$ cat config.mk
export PLATFORM = sky130hd
export DESIGN_NAME = masked_window_image_error_score_flat
export DESIGN_NICKNAME = d
export VERILOG_FILES = /design/src/rtl/mwies_pkg.sv /design/src/rtl/mwies_if.sv /design/src/rtl/mwies_score.sv /design/src/rtl/mwies_div.sv /design/src/rtl/masked_window_image_error_score.sv /design/src/flat_wrapper.sv
export SDC_FILE = /design/constraint.sdc
export NUM_CORES = 1
export LEC_CHECK = 0
export ABC_AREA = 1
export ABC_CLOCK_PERIOD_IN_PS = 9000
export BUFFER_PORTS_ARGS = -buffer_cell sky130_fd_sc_hd__buf_2
export CELL_PAD_IN_SITES_DETAIL_PLACEMENT = 1
export CELL_PAD_IN_SITES_GLOBAL_PLACEMENT = 1
export CORE_MARGIN = 3
export CORE_UTILIZATION = 47
export DETAILED_ROUTE_END_ITERATION = 10
export GPL_ROUTABILITY_DRIVEN = 0
export GPL_TIMING_DRIVEN = 1
export HOLD_SLACK_MARGIN = 0.12
export PLACE_DENSITY = 0.93
export SLEW_MARGIN = 10
export SYNTH_ARGS = -nofsm -noshare
export SYNTH_HDL_FRONTEND = slang
export SYNTH_SLANG_ARGS = --single-unit
$ cat constraint.sdc
create_clock -name clk -period 9 [get_ports clk]
set_input_delay 0.45 -clock clk [delete_from_list [all_inputs] [get_ports clk]]
set_output_delay 0.45 -clock clk [all_outputs]
set_load 0.01 [all_outputs]
$ cat src/rtl/mwies_pkg.sv
// Package for the masked window image error score block.
// Holds field widths, register indexes and the shared struct types.
// No dependencies.
package mwies_pkg;

    localparam int PIX_W   = 8;
    localparam int COORD_W = 12;
    localparam int CFG_W   = 13;
    localparam int ERR_W   = 16;
    localparam int ACC_W   = 40;
    localparam int CNT_W   = 25;
    localparam int MEAN_W  = 24;
    localparam int DIM_W   = 17;
    localparam int IDX_W   = 3;

    // Largest image dimension; the right and bottom bounds are clipped to it
    localparam logic [DIM_W-1:0] MAX_DIM = 17'd4096;

    localparam logic [PIX_W-1:0] PIX_NO_DATA = 8'd255;
    localparam logic [PIX_W-1:0] WET_LIMIT   = 8'd1;

    // Configuration register indexes
    localparam logic [IDX_W-1:0] REG_WINDOW_LEFT   = 3'd0;
    localparam logic [IDX_W-1:0] REG_WINDOW_RIGHT  = 3'd1;
    localparam logic [IDX_W-1:0] REG_WINDOW_TOP    = 3'd2;
    localparam logic [IDX_W-1:0] REG_WINDOW_BOTTOM = 3'd3;
    localparam logic [IDX_W-1:0] REG_BINARY_MODE   = 3'd4;
    localparam logic [IDX_W-1:0] REG_THREAT_MODE   = 3'd5;

    typedef struct packed {
        logic [CFG_W-1:0] window_left;
        logic [CFG_W-1:0] window_right;
        logic [CFG_W-1:0] window_top;
        logic [CFG_W-1:0] window_bottom;
        logic             binary_mode;
        logic             threat_mode;
    } cfg_t;

    typedef struct packed {
        logic [ACC_W-1:0] error_sum;
        logic [CNT_W-1:0] pixel_count;
    } totals_t;

    typedef struct packed {
        logic              done;
        logic [MEAN_W-1:0] mean;
    } quot_t;

endpackage

$ cat src/rtl/mwies_if.sv
// Stream interfaces for pixel words in and result words out.
// Depends on mwies_pkg for field widths.
interface mwies_pixel_if;
    import mwies_pkg::*;
    logic               valid;
    logic               ready;
    logic [PIX_W-1:0]   predicted_pixel;
    logic [PIX_W-1:0]   true_pixel;
    logic [COORD_W-1:0] column;
    logic [COORD_W-1:0] row;
    logic               frame_end;

    modport source (output valid, predicted_pixel, true_pixel, column, row, frame_end,
                    input ready);
    modport sink   (input valid, predicted_pixel, true_pixel, column, row, frame_end,
                    output ready);
endinterface

interface mwies_result_if;
    import mwies_pkg::*;
    logic              valid;
    logic              ready;
    logic [MEAN_W-1:0] mean_score;
    logic [ACC_W-1:0]  error_total;
    logic [CNT_W-1:0]  counted_pixels;
    logic              window_empty;

    modport source (output valid, mean_score, error_total, counted_pixels, window_empty,
                    input ready);
    modport sink   (input valid, mean_score, error_total, counted_pixels, window_empty,
                    output ready);
endinterface

$ cat src/rtl/mwies_score.sv
// Per-pixel scoring and frame accumulation (error sum and pixel count).
// Depends on mwies_pkg.
module mwies_score
    import mwies_pkg::*;
(
    input  logic               clk,
    input  logic               rst_n,
    input  cfg_t               cfg,
    input  logic               take,
    input  logic               last,
    input  logic [PIX_W-1:0]   predicted_pixel,
    input  logic [PIX_W-1:0]   true_pixel,
    input  logic [COORD_W-1:0] column,
    input  logic [COORD_W-1:0] row,
    output totals_t            totals
);

    logic [ACC_W-1:0] acc_reg, acc_next;
    logic [CNT_W-1:0] cnt_reg, cnt_next;

    logic [DIM_W-1:0] right_eff, bottom_eff;
    logic             in_window, counted, wet_a, wet_b;
    logic [PIX_W-1:0] a, diff;
    logic [ERR_W-1:0] err;
    logic [ACC_W:0]   sum;

    always_comb
    begin
        right_eff  = (DIM_W'(cfg.window_right) > MAX_DIM) ? MAX_DIM : DIM_W'(cfg.window_right);
        bottom_eff = (DIM_W'(cfg.window_bottom) > MAX_DIM) ? MAX_DIM
                                                          : DIM_W'(cfg.window_bottom);
        in_window = (CFG_W'(column) >= cfg.window_left) && (DIM_W'(column) < right_eff) &&
                    (CFG_W'(row) >= cfg.window_top) && (DIM_W'(row) < bottom_eff);

        a     = (predicted_pixel == PIX_NO_DATA) ? '0 : predicted_pixel;
        wet_a = a > WET_LIMIT;
        wet_b = true_pixel > WET_LIMIT;
        diff  = (a > true_pixel) ? (a - true_pixel) : (true_pixel - a);

        counted = in_window && (true_pixel != PIX_NO_DATA);
        if (cfg.binary_mode)
        begin
            err = ERR_W'(wet_a ^ wet_b);
            // threat mode: skip pairs that are both dry
            if (cfg.threat_mode && !wet_a && !wet_b)
                counted = 1'b0;
        end
        else
        begin
            err = ERR_W'(diff) * ERR_W'(diff);
        end

        sum      = {1'b0, acc_reg} + (ACC_W + 1)'(err);
        acc_next = acc_reg;
        cnt_next = cnt_reg;
        if (counted)
        begin
            acc_next = sum[ACC_W] ? '1 : sum[ACC_W-1:0];
            if (cnt_reg != '1)
                cnt_next = cnt_reg + 1'b1;
        end
    end

    assign totals.error_sum   = acc_next;
    assign totals.pixel_count = cnt_next;

    always_ff @(posedge clk or negedge rst_n)
    begin
        if (!rst_n)
        begin
            acc_reg <= '0;
            cnt_reg <= '0;
        end
        else if (take)
        begin
            acc_reg <= last ? '0 : acc_next;
            cnt_reg <= last ? '0 : cnt_next;
        end
    end

endmodule

$ cat src/rtl/mwies_div.sv
// Shared restoring divider, one quotient bit per cycle, saturating quotient.
// Forms (sum << FRACTION_BITS) + count/2 and divides it by count. Depends on mwies_pkg.
module mwies_div
    import mwies_pkg::*;
#(
    parameter int FRACTION_BITS = 8
)
(
    input  logic    clk,
    input  logic    rst_n,
    input  logic    start,
    input  totals_t operands,
    output quot_t   result
);

    localparam int NUM_W  = ACC_W + FRACTION_BITS + 1;
    localparam int STEP_W = $clog2(NUM_W + 1);

    logic [NUM_W-1:0]  num_reg, num_next;
    logic [CNT_W-1:0]  rem_reg, rem_next;
    logic [CNT_W-1:0]  den_reg, den_next;
    logic [MEAN_W-1:0] q_reg, q_next;
    logic              ovf_reg, ovf_next;
    logic [STEP_W-1:0] step_reg, step_next;
    logic              busy_reg, busy_next;
    logic              done_reg, done_next;

    logic [CNT_W:0] shifted, trial;
    logic           fits;

    always_comb
    begin
        shifted = {rem_reg, num_reg[NUM_W-1]};
        trial   = shifted - {1'b0, den_reg};
        fits    = shifted >= {1'b0, den_reg};

        num_next  = num_reg;
        rem_next  = rem_reg;
        den_next  = den_reg;
        q_next    = q_reg;
        ovf_next  = ovf_reg;
        step_next = step_reg;
        busy_next = busy_reg;
        done_next = 1'b0;

        if (start)
        begin
            num_next  = (NUM_W'(operands.error_sum) << FRACTION_BITS) +
                        NUM_W'(operands.pixel_count >> 1);
            den_next  = operands.pixel_count;
            rem_next  = '0;
            q_next    = '0;
            ovf_next  = 1'b0;
            step_next = STEP_W'(NUM_W);
            busy_next = 1'b1;
        end
        else if (busy_reg)
        begin
            num_next  = num_reg << 1;
            rem_next  = fits ? trial[CNT_W-1:0] : shifted[CNT_W-1:0];
            // a bit shifted out of the top means the mean saturates
            ovf_next  = ovf_reg | q_reg[MEAN_W-1];
            q_next    = {q_reg[MEAN_W-2:0], fits};
            step_next = step_reg - 1'b1;
            if (step_reg == STEP_W'(1))
            begin
                busy_next = 1'b0;
                done_next = 1'b1;
            end
        end
    end

    always_ff @(posedge clk)
    begin
        num_reg <= num_next;
        rem_reg <= rem_next;
        den_reg <= den_next;
        q_reg   <= q_next;
        ovf_reg <= ovf_next;
    end

    always_ff @(posedge clk or negedge rst_n)
    begin
        if (!rst_n)
        begin
            step_reg <= '0;
            busy_reg <= 1'b0;
            done_reg <= 1'b0;
        end
        else
        begin
            step_reg <= step_next;
            busy_reg <= busy_next;
            done_reg <= done_next;
        end
    end

    assign result.done = done_reg;
    assign result.mean = ovf_reg ? '1 : q_reg;

endmodule

$ cat src/rtl/masked_window_image_error_score.sv
// Masked window image error score: scores a raster stream of pixel pairs over a
// rectangular window and gives one result word per frame. Pixel words without
// frame_end are taken one per cycle. The word that carries frame_end closes the
// frame: the block then drops ready while the shared divider forms the mean, one
// quotient bit per cycle, and then while the result is handed to the output
// register; an empty window skips the divider. Hold a result word in the output
// register until it is taken; pixel words of the next frame keep flowing
// meanwhile. Configuration writes take effect at once and should be made
// between frames. Depends on mwies_pkg, mwies_if, mwies_score and mwies_div.
module masked_window_image_error_score
    import mwies_pkg::*;
#(
    parameter int FRACTION_BITS = 8
)
(
    input  logic                 clk,
    input  logic                 rst_n,
    mwies_pixel_if.sink          pix,
    mwies_result_if.source       res,
    input  logic                 cfg_we,
    input  logic [IDX_W-1:0]     cfg_index,
    input  logic [CFG_W-1:0]     cfg_data
);

    typedef enum logic [2:0] {
        ST_IDLE    = 3'b001,
        ST_DIVIDE  = 3'b010,
        ST_DELIVER = 3'b100
    } state_t;

    state_t state_reg, state_next;
    cfg_t   cfg_reg;

    totals_t totals;
    quot_t   quot;
    logic    take, frame_close, div_start;

    // Snapshot of the closed frame, held until the result word is loaded
    logic [ACC_W-1:0]  sum_reg;
    logic [CNT_W-1:0]  cnt_reg;
    logic              empty_reg;

    // Output register
    logic              out_valid_reg, out_valid_next;
    logic [MEAN_W-1:0] out_mean_reg;
    logic [ACC_W-1:0]  out_sum_reg;
    logic [CNT_W-1:0]  out_cnt_reg;
    logic              out_empty_reg;
    logic              load_out;

    // Configuration registers
    always_ff @(posedge clk or negedge rst_n)
    begin
        if (!rst_n)
        begin
            cfg_reg.window_left   <= '0;
            cfg_reg.window_right  <= CFG_W'(MAX_DIM);
            cfg_reg.window_top    <= '0;
            cfg_reg.window_bottom <= CFG_W'(MAX_DIM);
            cfg_reg.binary_mode   <= 1'b0;
            cfg_reg.threat_mode   <= 1'b0;
        end
        else if (cfg_we)
        begin
            case (cfg_index)
                REG_WINDOW_LEFT:   cfg_reg.window_left   <= cfg_data;
                REG_WINDOW_RIGHT:  cfg_reg.window_right  <= cfg_data;
                REG_WINDOW_TOP:    cfg_reg.window_top    <= cfg_data;
                REG_WINDOW_BOTTOM: cfg_reg.window_bottom <= cfg_data;
                REG_BINARY_MODE:   cfg_reg.binary_mode   <= cfg_data[0];
                REG_THREAT_MODE:   cfg_reg.threat_mode   <= cfg_data[0];
                default: ;
            endcase
        end
    end

    assign pix.ready   = (state_reg == ST_IDLE);
    assign take        = pix.valid && pix.ready;
    assign frame_close = take && pix.frame_end;
    // an empty window needs no division
    assign div_start   = frame_close && (totals.pixel_count != '0);

    mwies_score u_score (
        .clk             (clk),
        .rst_n           (rst_n),
        .cfg             (cfg_reg),
        .take            (take),
        .last            (pix.frame_end),
        .predicted_pixel (pix.predicted_pixel),
        .true_pixel      (pix.true_pixel),
        .column          (pix.column),
        .row             (pix.row),
        .totals          (totals)
    );

    mwies_div #(
        .FRACTION_BITS (FRACTION_BITS)
    ) u_div (
        .clk      (clk),
        .rst_n    (rst_n),
        .start    (div_start),
        .operands (totals),
        .result   (quot)
    );

    // Sequencer: idle, wait for the divider, deliver to the output register
    assign load_out = (state_reg == ST_DELIVER) && (!out_valid_reg || res.ready);

    always_comb
    begin
        state_next = state_reg;
        case (state_reg)
            ST_IDLE:
            begin
                if (div_start)
                    state_next = ST_DIVIDE;
                else if (frame_close)
                    state_next = ST_DELIVER;
            end
            ST_DIVIDE:
            begin
                if (quot.done)
                    state_next = ST_DELIVER;
            end
            ST_DELIVER:
            begin
                if (load_out)
                    state_next = ST_IDLE;
            end
            default: state_next = ST_IDLE;
        endcase
    end

    always_ff @(posedge clk or negedge rst_n)
    begin
        if (!rst_n)
            state_reg <= ST_IDLE;
        else
            state_reg <= state_next;
    end

    // Hold the closed frame's totals
    always_ff @(posedge clk)
    begin
        if (frame_close)
        begin
            sum_reg   <= totals.error_sum;
            cnt_reg   <= totals.pixel_count;
            empty_reg <= (totals.pixel_count == '0);
        end
    end

    // Output register: load on delivery, drop valid once taken
    always_comb
    begin
        out_valid_next = out_valid_reg;
        if (res.ready)
            out_valid_next = 1'b0;
        if (load_out)
            out_valid_next = 1'b1;
    end

    always_ff @(posedge clk or negedge rst_n)
    begin
        if (!rst_n)
            out_valid_reg <= 1'b0;
        else
            out_valid_reg <= out_valid_next;
    end

    always_ff @(posedge clk)
    begin
        if (load_out)
        begin
            out_mean_reg  <= empty_reg ? '0 : quot.mean;
            out_sum_reg   <= sum_reg;
            out_cnt_reg   <= cnt_reg;
            out_empty_reg <= empty_reg;
        end
    end

    assign res.valid          = out_valid_reg;
    assign res.mean_score     = out_mean_reg;
    assign res.error_total    = out_sum_reg;
    assign res.counted_pixels = out_cnt_reg;
    assign res.window_empty   = out_empty_reg;

endmodule

$ cat src/flat_wrapper.sv
// flat-port wrapper written by rule: the top's interface ports become plain ports
module masked_window_image_error_score_flat import mwies_pkg::*;
#(
    parameter int FRACTION_BITS = 8
)
  (clk, rst_n, cfg_we, cfg_index, cfg_data, pix_valid, pix_predicted_pixel, pix_true_pixel, pix_column, pix_row, pix_frame_end, pix_ready, res_valid, res_mean_score, res_error_total, res_counted_pixels, res_window_empty, res_ready);
  mwies_pixel_if pix_i ();
  mwies_result_if res_i ();
  input  logic clk;
  input  logic rst_n;
  input  logic cfg_we;
  input  logic [IDX_W-1:0] cfg_index;
  input  logic [CFG_W-1:0] cfg_data;
  input wire logic [$bits(pix_i.valid)-1:0] pix_valid;
  input wire logic [$bits(pix_i.predicted_pixel)-1:0] pix_predicted_pixel;
  input wire logic [$bits(pix_i.true_pixel)-1:0] pix_true_pixel;
  input wire logic [$bits(pix_i.column)-1:0] pix_column;
  input wire logic [$bits(pix_i.row)-1:0] pix_row;
  input wire logic [$bits(pix_i.frame_end)-1:0] pix_frame_end;
  output wire logic [$bits(pix_i.ready)-1:0] pix_ready;
  output wire logic [$bits(res_i.valid)-1:0] res_valid;
  output wire logic [$bits(res_i.mean_score)-1:0] res_mean_score;
  output wire logic [$bits(res_i.error_total)-1:0] res_error_total;
  output wire logic [$bits(res_i.counted_pixels)-1:0] res_counted_pixels;
  output wire logic [$bits(res_i.window_empty)-1:0] res_window_empty;
  input wire logic [$bits(res_i.ready)-1:0] res_ready;
  assign pix_i.valid = pix_valid;
  assign pix_i.predicted_pixel = pix_predicted_pixel;
  assign pix_i.true_pixel = pix_true_pixel;
  assign pix_i.column = pix_column;
  assign pix_i.row = pix_row;
  assign pix_i.frame_end = pix_frame_end;
  assign pix_ready = pix_i.ready;
  assign res_valid = res_i.valid;
  assign res_mean_score = res_i.mean_score;
  assign res_error_total = res_i.error_total;
  assign res_counted_pixels = res_i.counted_pixels;
  assign res_window_empty = res_i.window_empty;
  assign res_i.ready = res_ready;
  masked_window_image_error_score #(.FRACTION_BITS(FRACTION_BITS)) u_core (.clk(clk), .rst_n(rst_n), .pix(pix_i), .res(res_i), .cfg_we(cfg_we), .cfg_index(cfg_index), .cfg_data(cfg_data));
endmodule
==> impl_results.md, run 1 <==
* Flops & latches, synth at 411
* Clock sinks at 411
* Place WS at -2.101 ns
* Number of I/O port buffers at 153
* Async set-reset flop share out of synthesis at 0.3187
* Yosys top cell by area: edfxtp_1
* Max Buffers Root-to-Sink at 3
* Die width at 235.2 um
* Xor/xnor share of the synthesized area at 0.03335
* Post-synth top area share at 0.2797
* Overflow after GRT at 56
* Synth Instances at 3,050
* Post-synth EDFFs at 230
* GR repair worst EP: u_core.u_div.num_reg[41]$_DFFE_PP_/D
* Total GRT Usage at 0.6889
* Post-Synth Simple-Gate Area at 0.2215
* H-tree levels at 2
* Synth Area in Compound Gates at 0.1055
* Seq/Total Area, Yosys at 0.4532
* Worst endpoint pin kind: register input
* Cell Area, Synth at 24,690 sq um
* Hpwl dp at 69.65 mm
* Ys flop type: edfxtp_1
* Row cnt at 83
* Largest family of logic cells by synthesized area: simple AND/OR/NAND/NOR gates
* Synthesized Nets at 3,290
* Die height at 235.2 um
* Adder-cell area share of the yosys netlist at 0.09872
* Initial core utilization at 0.4784
* Outcome: aborted with a tool error
* Yosys cell types at 44
* Io pins at 154
* Area contributors post-synth: edfxtp_1, dfrtp_1, nand2_1, ha_1, inv_1
* Synth warn at 0
* Largest net degree at the start of global routing at 92
* Root Buffer: clkbuf_16
* Inserted Clock Buffers at 46
* First Err: [ERROR GRT-0232] Routing congestion too high. Check the congestion heatmap in the GUI.
* Halt Stage: 5_1_grt
* Placed insts at 4,108
* Post-synthesis mux area share at 0.0004054
* Average cell area after synthesis at 8.095 sq um
## synth_stat cells (3+ instances only)
| library cell | count |
|---|---|
| nand2_2 | 3 |
| edfxtp_1 | 230 |
| buf_6 | 12 |
| a21o_1 | 7 |
| or2_2 | 7 |
| xor2_1 | 67 |
| a211oi_1 | 5 |
| nor3_1 | 38 |
| a21boi_0 | 6 |
| buf_2 | 10 |
| fa_1 | 28 |
| o21ai_0 | 179 |
| inv_1 | 461 |
| and2_1 | 4 |
| o21ai_1 | 46 |
| dfrtp_1 | 128 |
| ha_1 | 150 |
| nand2_1 | 842 |
| nor2_1 | 242 |
| dfstp_2 | 3 |
| clkbuf_1 | 44 |
| nand4_1 | 40 |
| o211ai_1 | 5 |
| buf_4 | 8 |
| a21oi_1 | 152 |
| a31oi_1 | 7 |
| xnor2_1 | 27 |
| nor4_1 | 14 |
| o21bai_1 | 9 |
| dfxtp_1 | 50 |
| nand3_1 | 142 |
| nor2_2 | 8 |
| o22ai_1 | 64 |
## metrics by stage
step           hold WS [ns]  cell area, sq um    util
4_1_cts              0.1664             31620  0.6126
2_1_floorplan        0.1544             25050       -
3_3_place_gp         0.4031             28560  0.5534
3_5_place_dp         0.4063             28560  0.5534
## cells by family after synthesis
logic type,count (synthesis)
flops,411
buf+inv,539
mux,1
xor+xnor,94
simple gates,1343
compound gates,484
fa+ha+maj,178
## what timing repair did
action	CTS
gates resized for setup	216
setup endpoints to repair	87
gates cloned	1
buffers inserted	67
hold endpoints to repair	68
hold buffers	1
pin swaps	116
## layer usage
layer | GRT overflow | track usage
met1 | 0 | 0.6616
met3 | 2 | 0.5449
met4 | 24 | 0.7156
met5 | 0 | 0.1749
met2 | 30 | 0.8693
==> inputs of run 2 (changes only) <==
--- a/config.mk
+++ b/config.mk
@@ -8,15 +8,12 @@
 export ABC_AREA = 1
 export ABC_CLOCK_PERIOD_IN_PS = 9000
 export BUFFER_PORTS_ARGS = -buffer_cell sky130_fd_sc_hd__buf_2
-export CELL_PAD_IN_SITES_DETAIL_PLACEMENT = 1
-export CELL_PAD_IN_SITES_GLOBAL_PLACEMENT = 1
 export CORE_MARGIN = 3
-export CORE_UTILIZATION = 47
+export CORE_UTILIZATION = 40
 export DETAILED_ROUTE_END_ITERATION = 10
 export GPL_ROUTABILITY_DRIVEN = 0
 export GPL_TIMING_DRIVEN = 1
-export HOLD_SLACK_MARGIN = 0.12
-export PLACE_DENSITY = 0.93
+export PLACE_DENSITY_LB_ADDON = 0.15
 export SLEW_MARGIN = 10
 export SYNTH_ARGS = -nofsm -noshare
 export SYNTH_HDL_FRONTEND = slang
==> run 2 against run 1 <==
The flow now finishes, with violations (negative setup slack). Synthesized cell count unchanged. Synthesized area did not move.
==> impl_results.md, run 2 <==
* Depth of the worst hold-timing path at 4
* Post-synth EDFFs at 230
* Via density per instance at 5.017
* Hold WS at 0.1658 ns
* Hpwl dp at 52.28 mm
* Core area at 60,700 sq um
* Initial DRC Count at 1,376
* Max Buffers Root-to-Sink at 3
* Most common cell on crit path: nand2_2
* Average cell area after synthesis at 8.095 sq um
* Most common cell after layout, fill and taps aside: nand2_1
* DRC at 0
* Min Tclk post-route at 9.459 ns
* Area Overhead vs Synth at 28.50%
* Commonest non-fill, non-tap cells in the layout: nand2_1, inv_1, buf_4, edfxtp_1, nor2_1
* Fin util at 0.5227
* Outcome: finished, violations left
* Via count at 22.01k
* Root Buffer: clkbuf_16
* RSZ-0062 raised after global routing: true
* Initial core utilization at 0.4068
* Async set-reset flop share out of synthesis at 0.3187
* Post-DRT Antenna Nets at 0
* Io pins at 154
* Yosys top cell by area: edfxtp_1
* Flops & latches, synth at 411
* Top post-synthesis cells by count: nand2_1, inv_1, nor2_1
* Post-synth top area share at 0.2797
* Overflow after GRT at 0
* Worst setup EP type: flop
* Slew headroom at 0.1392
* Yosys cell types at 44
* Clock transition at path regs at 0.06 ns
* Ys flop type: edfxtp_1
* Routed WL per cell at 16.28 um
* # nets final at 3,805
* Synth Instances at 3,050
* CTS tree: built
* Crit-path max FO at 8
* Drt first pass iters at 6
* Failing checks: negative setup slack
* Slew Viols, Final at 0
* Final Skew at 0.02637 ns
* Pwr dens at 388.7 nW/um^2
* Largest register FFs at 54
* Synth warn at 0
* Antenna diode count at 0
* Leakage at 15.38 nW
* DIE AREA at 64,740 sq um
* Die width at 254.4 um
* Critical Path RT at 9.31 ns
* Die height at 254.4 um
* Maximum VDD drop at 0.3504 mV
* Fraction of layout cells with a size suffix above 1 at 0.2264
* Final Power at 12.33 mW
* Inserted Clock Buffers at 48
* Filler Cell Count at 5,668
* Initial antenna violation count at 0
* CP startpoint kind: input port
* Fin worst setup slack at -0.4595 ns
* Hold Violations, Final at 0
* Count leader, synth: nand2_1
* First-pass GRT wire length at 113.9 mm
* Final Cycle Share at 1.051
* Drt total wl at 71.39 mm
* Max Cap Violations at 0
* Clock sinks at 411
* Critical path arrival at 9.77 ns
* F_max at 105.7 MHz
* Area contributors post-synth: edfxtp_1, dfrtp_1, nand2_1, ha_1, inv_1
* Largest net degree at the start of global routing at 92
* CP peak stage delay at 0.52 ns
* Total GRT Usage at 0.2201
* Vias in the first global route at 21.98k
* Row cnt at 90
* CP max stage cell: fa_1
* Critical path class: in2reg
* Tightest Pin Transition at 1.288 ns
* Clk Latency, worst-skew pair at 0.61 ns
* FF+latch area at 11,190 sq um
* Number of I/O port buffers at 153
* Hold Crit Class: in2reg
* Seq/Total Area, Yosys at 0.4532
* H-tree levels at 2
* Multi-input logic area at 12,440 sq um
* Cell Area, Synth at 24,690 sq um
* # setup viols final at 32
* Reg2reg path depth at 32
* Synthesized Nets at 3,290
## run 2: cell counts after synthesis
Identical to the previous run, type by type.
## run 2: routing by layer
metal  track usage  vias to the layer above  wire [um]
met3       0.03549                      145       3884
met4       0.06799                        0       2232
met2        0.3685                      548      33170
met5             0                        -          0
met1        0.2938                    10310      32100
li1              -                    11000          -
## run 2: worst paths after layout
check / slack [ns] / end / startpoint
worst max-delay path: -0.46 / u_core.u_div.num_reg[32] / pix_predicted_pixel[4]
worst max register to register: 2.56 / u_core.u_div.num_reg[32] / u_core.cfg_reg[10]
max in group asynchronous: 7.25 / u_core.u_score.cnt_reg[1] / rst_n
min in group asynchronous: 0.42 / u_core.u_score.acc_reg[23] / rst_n
worst min register to register: 0.42 / u_core.res.error_total[31] / u_core.sum_reg[31]
worst min-delay path: 0.17 / u_core.res.valid / res_ready
## run 2: kinds of logic after synthesis
logic type      share of synthesized area
compound gates                     0.1055
xor+xnor                          0.03335
fa+ha+maj                         0.09872
buf+inv                           0.08732
flops                              0.4532
mux                             0.0004054
simple gates                       0.2215
## run 2: final cells by class
type,count,area share
Sequential cell,411,0.3527
Clock inverter,29,0.008716
Multi-Input combinational cell,2101,0.3920
Tap cell,782,0.03084
Timing Repair Buffer,540,0.1209
Clock buffer,60,0.03959
Inverter,463,0.05525
## run 2: metrics by stage
stage / setup slack [ns] / instances / setup TNS [ns] / cell area (sq um)
2_1_floorplan: -0.4671 / 3050 / -9.318 / 25050
3_3_place_gp: -1.124 / 4229 / -33.14 / 28850
3_5_place_dp: -1.374 / 4229 / -44.85 / 28850
4_1_cts: -0.07686 / 4370 / -0.5346 / 31260
5_1_grt: -1.019 / 4386 / -29.62 / 31730
6_report: -0.4595 / 4386 / -10.90 / 31730
## run 2: power breakdown
part           internal (mW)  switching [mW]  leakage [nW]
Combinational           3.24            4.16          10.3
Sequential              2.69           0.349          4.37
Clock                   1.06           0.833         0.721
## run 2: timing repair
item                                    in CTS  in global routing
resized for setup                          102                 79
buffers inserted                            50                 18
hold buffers                                 1                  0
pin swaps                                   88                 87
endpoints found under the hold margin       71                  0
endpoints found under the setup margin      35                 59
gates cloned                                 1                  0
## run 2: worst max-delay path: cells and delay by family
| kind | cells | cell delay [ns] |
|---|---|---|
| xor gates and xnor gates | 3 | 0.45 |
| buffers and inverters | 15 | 1.25 |
| and+or+nand+nor | 27 | 2.83 |
| muxes | 1 | 0.30 |
| adders and majority gates | 9 | 3.11 |
| AOI/OAI and AO/OA | 11 | 1.36 |
Note: power is estimated with default switching activity, not from simulation.
==> inputs of run 3 (changes only) <==
--- a/config.mk
+++ b/config.mk
@@ -6,7 +6,7 @@
 export NUM_CORES = 1
 export LEC_CHECK = 0
 export ABC_AREA = 1
-export ABC_CLOCK_PERIOD_IN_PS = 9000
+export ABC_CLOCK_PERIOD_IN_PS = 9200
 export BUFFER_PORTS_ARGS = -buffer_cell sky130_fd_sc_hd__buf_2
 export CORE_MARGIN = 3
 export CORE_UTILIZATION = 40
@@ -14,7 +14,7 @@
 export GPL_ROUTABILITY_DRIVEN = 0
 export GPL_TIMING_DRIVEN = 1
 export PLACE_DENSITY_LB_ADDON = 0.15
-export SLEW_MARGIN = 10
+export SLEW_MARGIN = 20
 export SYNTH_ARGS = -nofsm -noshare
 export SYNTH_HDL_FRONTEND = slang
 export SYNTH_SLANG_ARGS = --single-unit
==> constraint.sdc (replaced) <==
create_clock -name clk -period 9.2 [get_ports clk]
set_input_delay 0.46 -clock clk [delete_from_list [all_inputs] [get_ports clk]]
set_output_delay 0.46 -clock clk [all_outputs]
set_load 0.01 [all_outputs]
==> run 3 against run 2 <==
The run still ends with negative setup slack left. Sequential share of layout area is 0.75 points higher. Design area down 2.1%. Core utilization shrank 1.1 points. Register-to-register slack improved by 0.48 ns. Die area unchanged. Combinational power is 5.0% lower. Non-clock buffer count is 55 lower. Clock power grew 2%. Via count down 0.62%. Largest cell class unchanged. Largest power group unchanged.
==> impl_results.md, run 3 (same netlist as run 2, synthesis figures left out) <==
* Outcome: finished, violations left
* Failing checks: negative setup slack
* Logic pwr share at 0.588
* Hold Crit Class: in2reg
* Die width at 254.4 um
* # setup viols final at 7
* Fin util at 0.5119
* Depth of the worst hold-timing path at 4
* CTS tree: built
* Initial DRC Count at 1,427
* Row cnt at 90
* First-pass GRT wire length at 110.4 mm
* CP peak stage delay at 0.52 ns
* Max Cap Violations at 0
* Antenna diode count at 0
* Min Tclk post-route at 9.259 ns
* Most common cell after layout, fill and taps aside: nand2_1
* Worst reg2reg path startpoint: u_core.cfg_reg[10]
* Leakage at 15.18 nW
* Clk Latency, worst-skew pair at 0.60 ns
* Slew Viols, Final at 0
* Critical path arrival at 9.58 ns
* Clock sinks at 411
* H-tree levels at 2
* DIE AREA at 64,740 sq um
* Sw Pwr at 5.094 mW
* Vias in the first global route at 21.36k
* Overflow after GRT at 0
* Pint at 6.847 mW
* Hold Violations, Final at 0
* Routed WL per cell at 16.03 um
* Inserted Clock Buffers at 48
* Io pins at 154
* Finished Cell Area at 31,070 sq um
* Pwr dens at 384.3 nW/um^2
* Reg power frac at 0.249
* Root Buffer: clkbuf_16
* Post-DRT Antenna Nets at 0
* Initial antenna violation count at 0
* Non-filler cells, final at 4,333
* Critical path origin: pix_predicted_pixel[6]
* Final Skew at 0.02502 ns
* Via density per instance at 5.047
* Worst setup EP type: flop
* Critical path class: in2reg
* DRC at 0
* Most common cell on crit path: inv_2
* CP max stage cell: fa_2
* Number of I/O port buffers at 153
* Critical Path RT at 9.52 ns
* FF+latch area at 11,190 sq um
* Maximum VDD drop at 0.3487 mV
* Tightest Pin Transition at 1.047 ns
* Drt total wl at 69.45 mm
* Initial core utilization at 0.4068
* Die height at 254.4 um
* Largest net degree at the start of global routing at 92
* Drt first pass iters at 6
* Reg2reg path depth at 25
* Clock transition at path regs at 0.06 ns
* Commonest non-fill, non-tap cells in the layout: nand2_1, inv_1, buf_4, edfxtp_1, nor2_1
* R2r endpoint: u_core.u_div.den_reg[3]
* Largest register FFs at 54
* Total GRT Usage at 0.2127
* Area Overhead vs Synth at 25.83%
* Clock network power share at 0.163
* Slew headroom at 0.3021
* RSZ-0062 raised after global routing: true
* CP Capture Point: u_core.u_div.num_reg[36]
* Hpwl dp at 51.63 mm
* Total negative setup slack at -0.2033 ns
* Max Buffers Root-to-Sink at 3
* Area post-placement at 28,460 sq um
* CP startpoint kind: input port
* Filler Cell Count at 5,683
* Fraction of layout cells with a size suffix above 1 at 0.2070
* Place WS at -1.210 ns
* Crit-path max FO at 7
* Via count at 21.87k
* # nets final at 3,751
* Core area at 60,700 sq um
* F_max at 108.0 MHz
* Final Cycle Share at 1.006
* Sw frac at 0.4266
* Placed insts at 4,181
* Fin worst setup slack at -0.05877 ns
* Multi-input logic area at 12,200 sq um
* R2R setup slack at 3.04 ns
run 3: cell type report:
| cell class | instances | area share |
|---|---|---|
| timing repair buffer | 485 | 0.1074 |
| clock buffer | 61 | 0.04289 |
| tap | 782 | 0.03149 |
| inverter | 463 | 0.05594 |
| multi-input combinational | 2102 | 0.3927 |
| sequential | 411 | 0.3602 |
| clock inverter | 29 | 0.009464 |
run 3: worst max-delay path, delay by kind of cell:
kind / cells / cell delay (ns)
AO/OA/AOI/OAI: 13 / 1.93
XOR/XNOR: 2 / 0.29
buffers and inverters: 12 / 0.95
AND/OR/NAND/NOR: 27 / 2.54
adder cells (fa/ha/maj): 9 / 3.15
multiplexers: 1 / 0.24
run 3: power groups by stage:
stage / Sequential, mW / Combinational [mW] / Clock (mW)
floorplan: 2.91 / 4.01 / 0
global placement: 2.99 / 6.35 / 0
detailed placement: 3.00 / 6.43 / 0
CTS: 2.97 / 6.63 / 2.00
global route: 3.03 / 7.86 / 2.07
finish: 2.97 / 7.03 / 1.94
run 3: layer usage:
layer	up-vias	GRT usage	wire length [um]
met2	537	0.3594	32670
met3	85	0.03100	3988
met1	10340	0.2916	31570
li1	10900	-	-
met4	0	0.04538	1222
met5	-	0	0
run 3: how the worst min path moves through the flow:
stage / slack, ns / to / startpoint
2_1_floorplan: 0.16 / u_core.cfg_reg[0] / rst_n
3_3_place_gp: 0.40 / u_core.res.counted_pixels[22] / u_core.cnt_reg[22]
3_5_place_dp: 0.41 / u_core.res.error_total[19] / u_core.sum_reg[19]
4_1_cts: 0.13 / u_core.res.valid / res_ready
5_1_grt: 0.18 / u_core.res.valid / res_ready
6_report: 0.17 / u_core.res.valid / res_ready
run 3: repair_timing:
action / in CTS / in global routing
endpoints found under the hold margin: 76 / 0
buffers inserted: 39 / 23
endpoints found under the setup margin: 31 / 37
gates resized for setup: 35 / 85
pin swaps: 28 / 64
hold buffers: 1 / 0
gates cloned: 2 / 0
run 3: stage by stage:
stage	hold slack, ns	power (mW)
finish	0.1672	11.94
global route	0.1815	12.96
CTS	0.1303	11.60
detailed placement	0.4052	9.432
global placement	0.4044	9.338
floorplan	0.1644	6.917
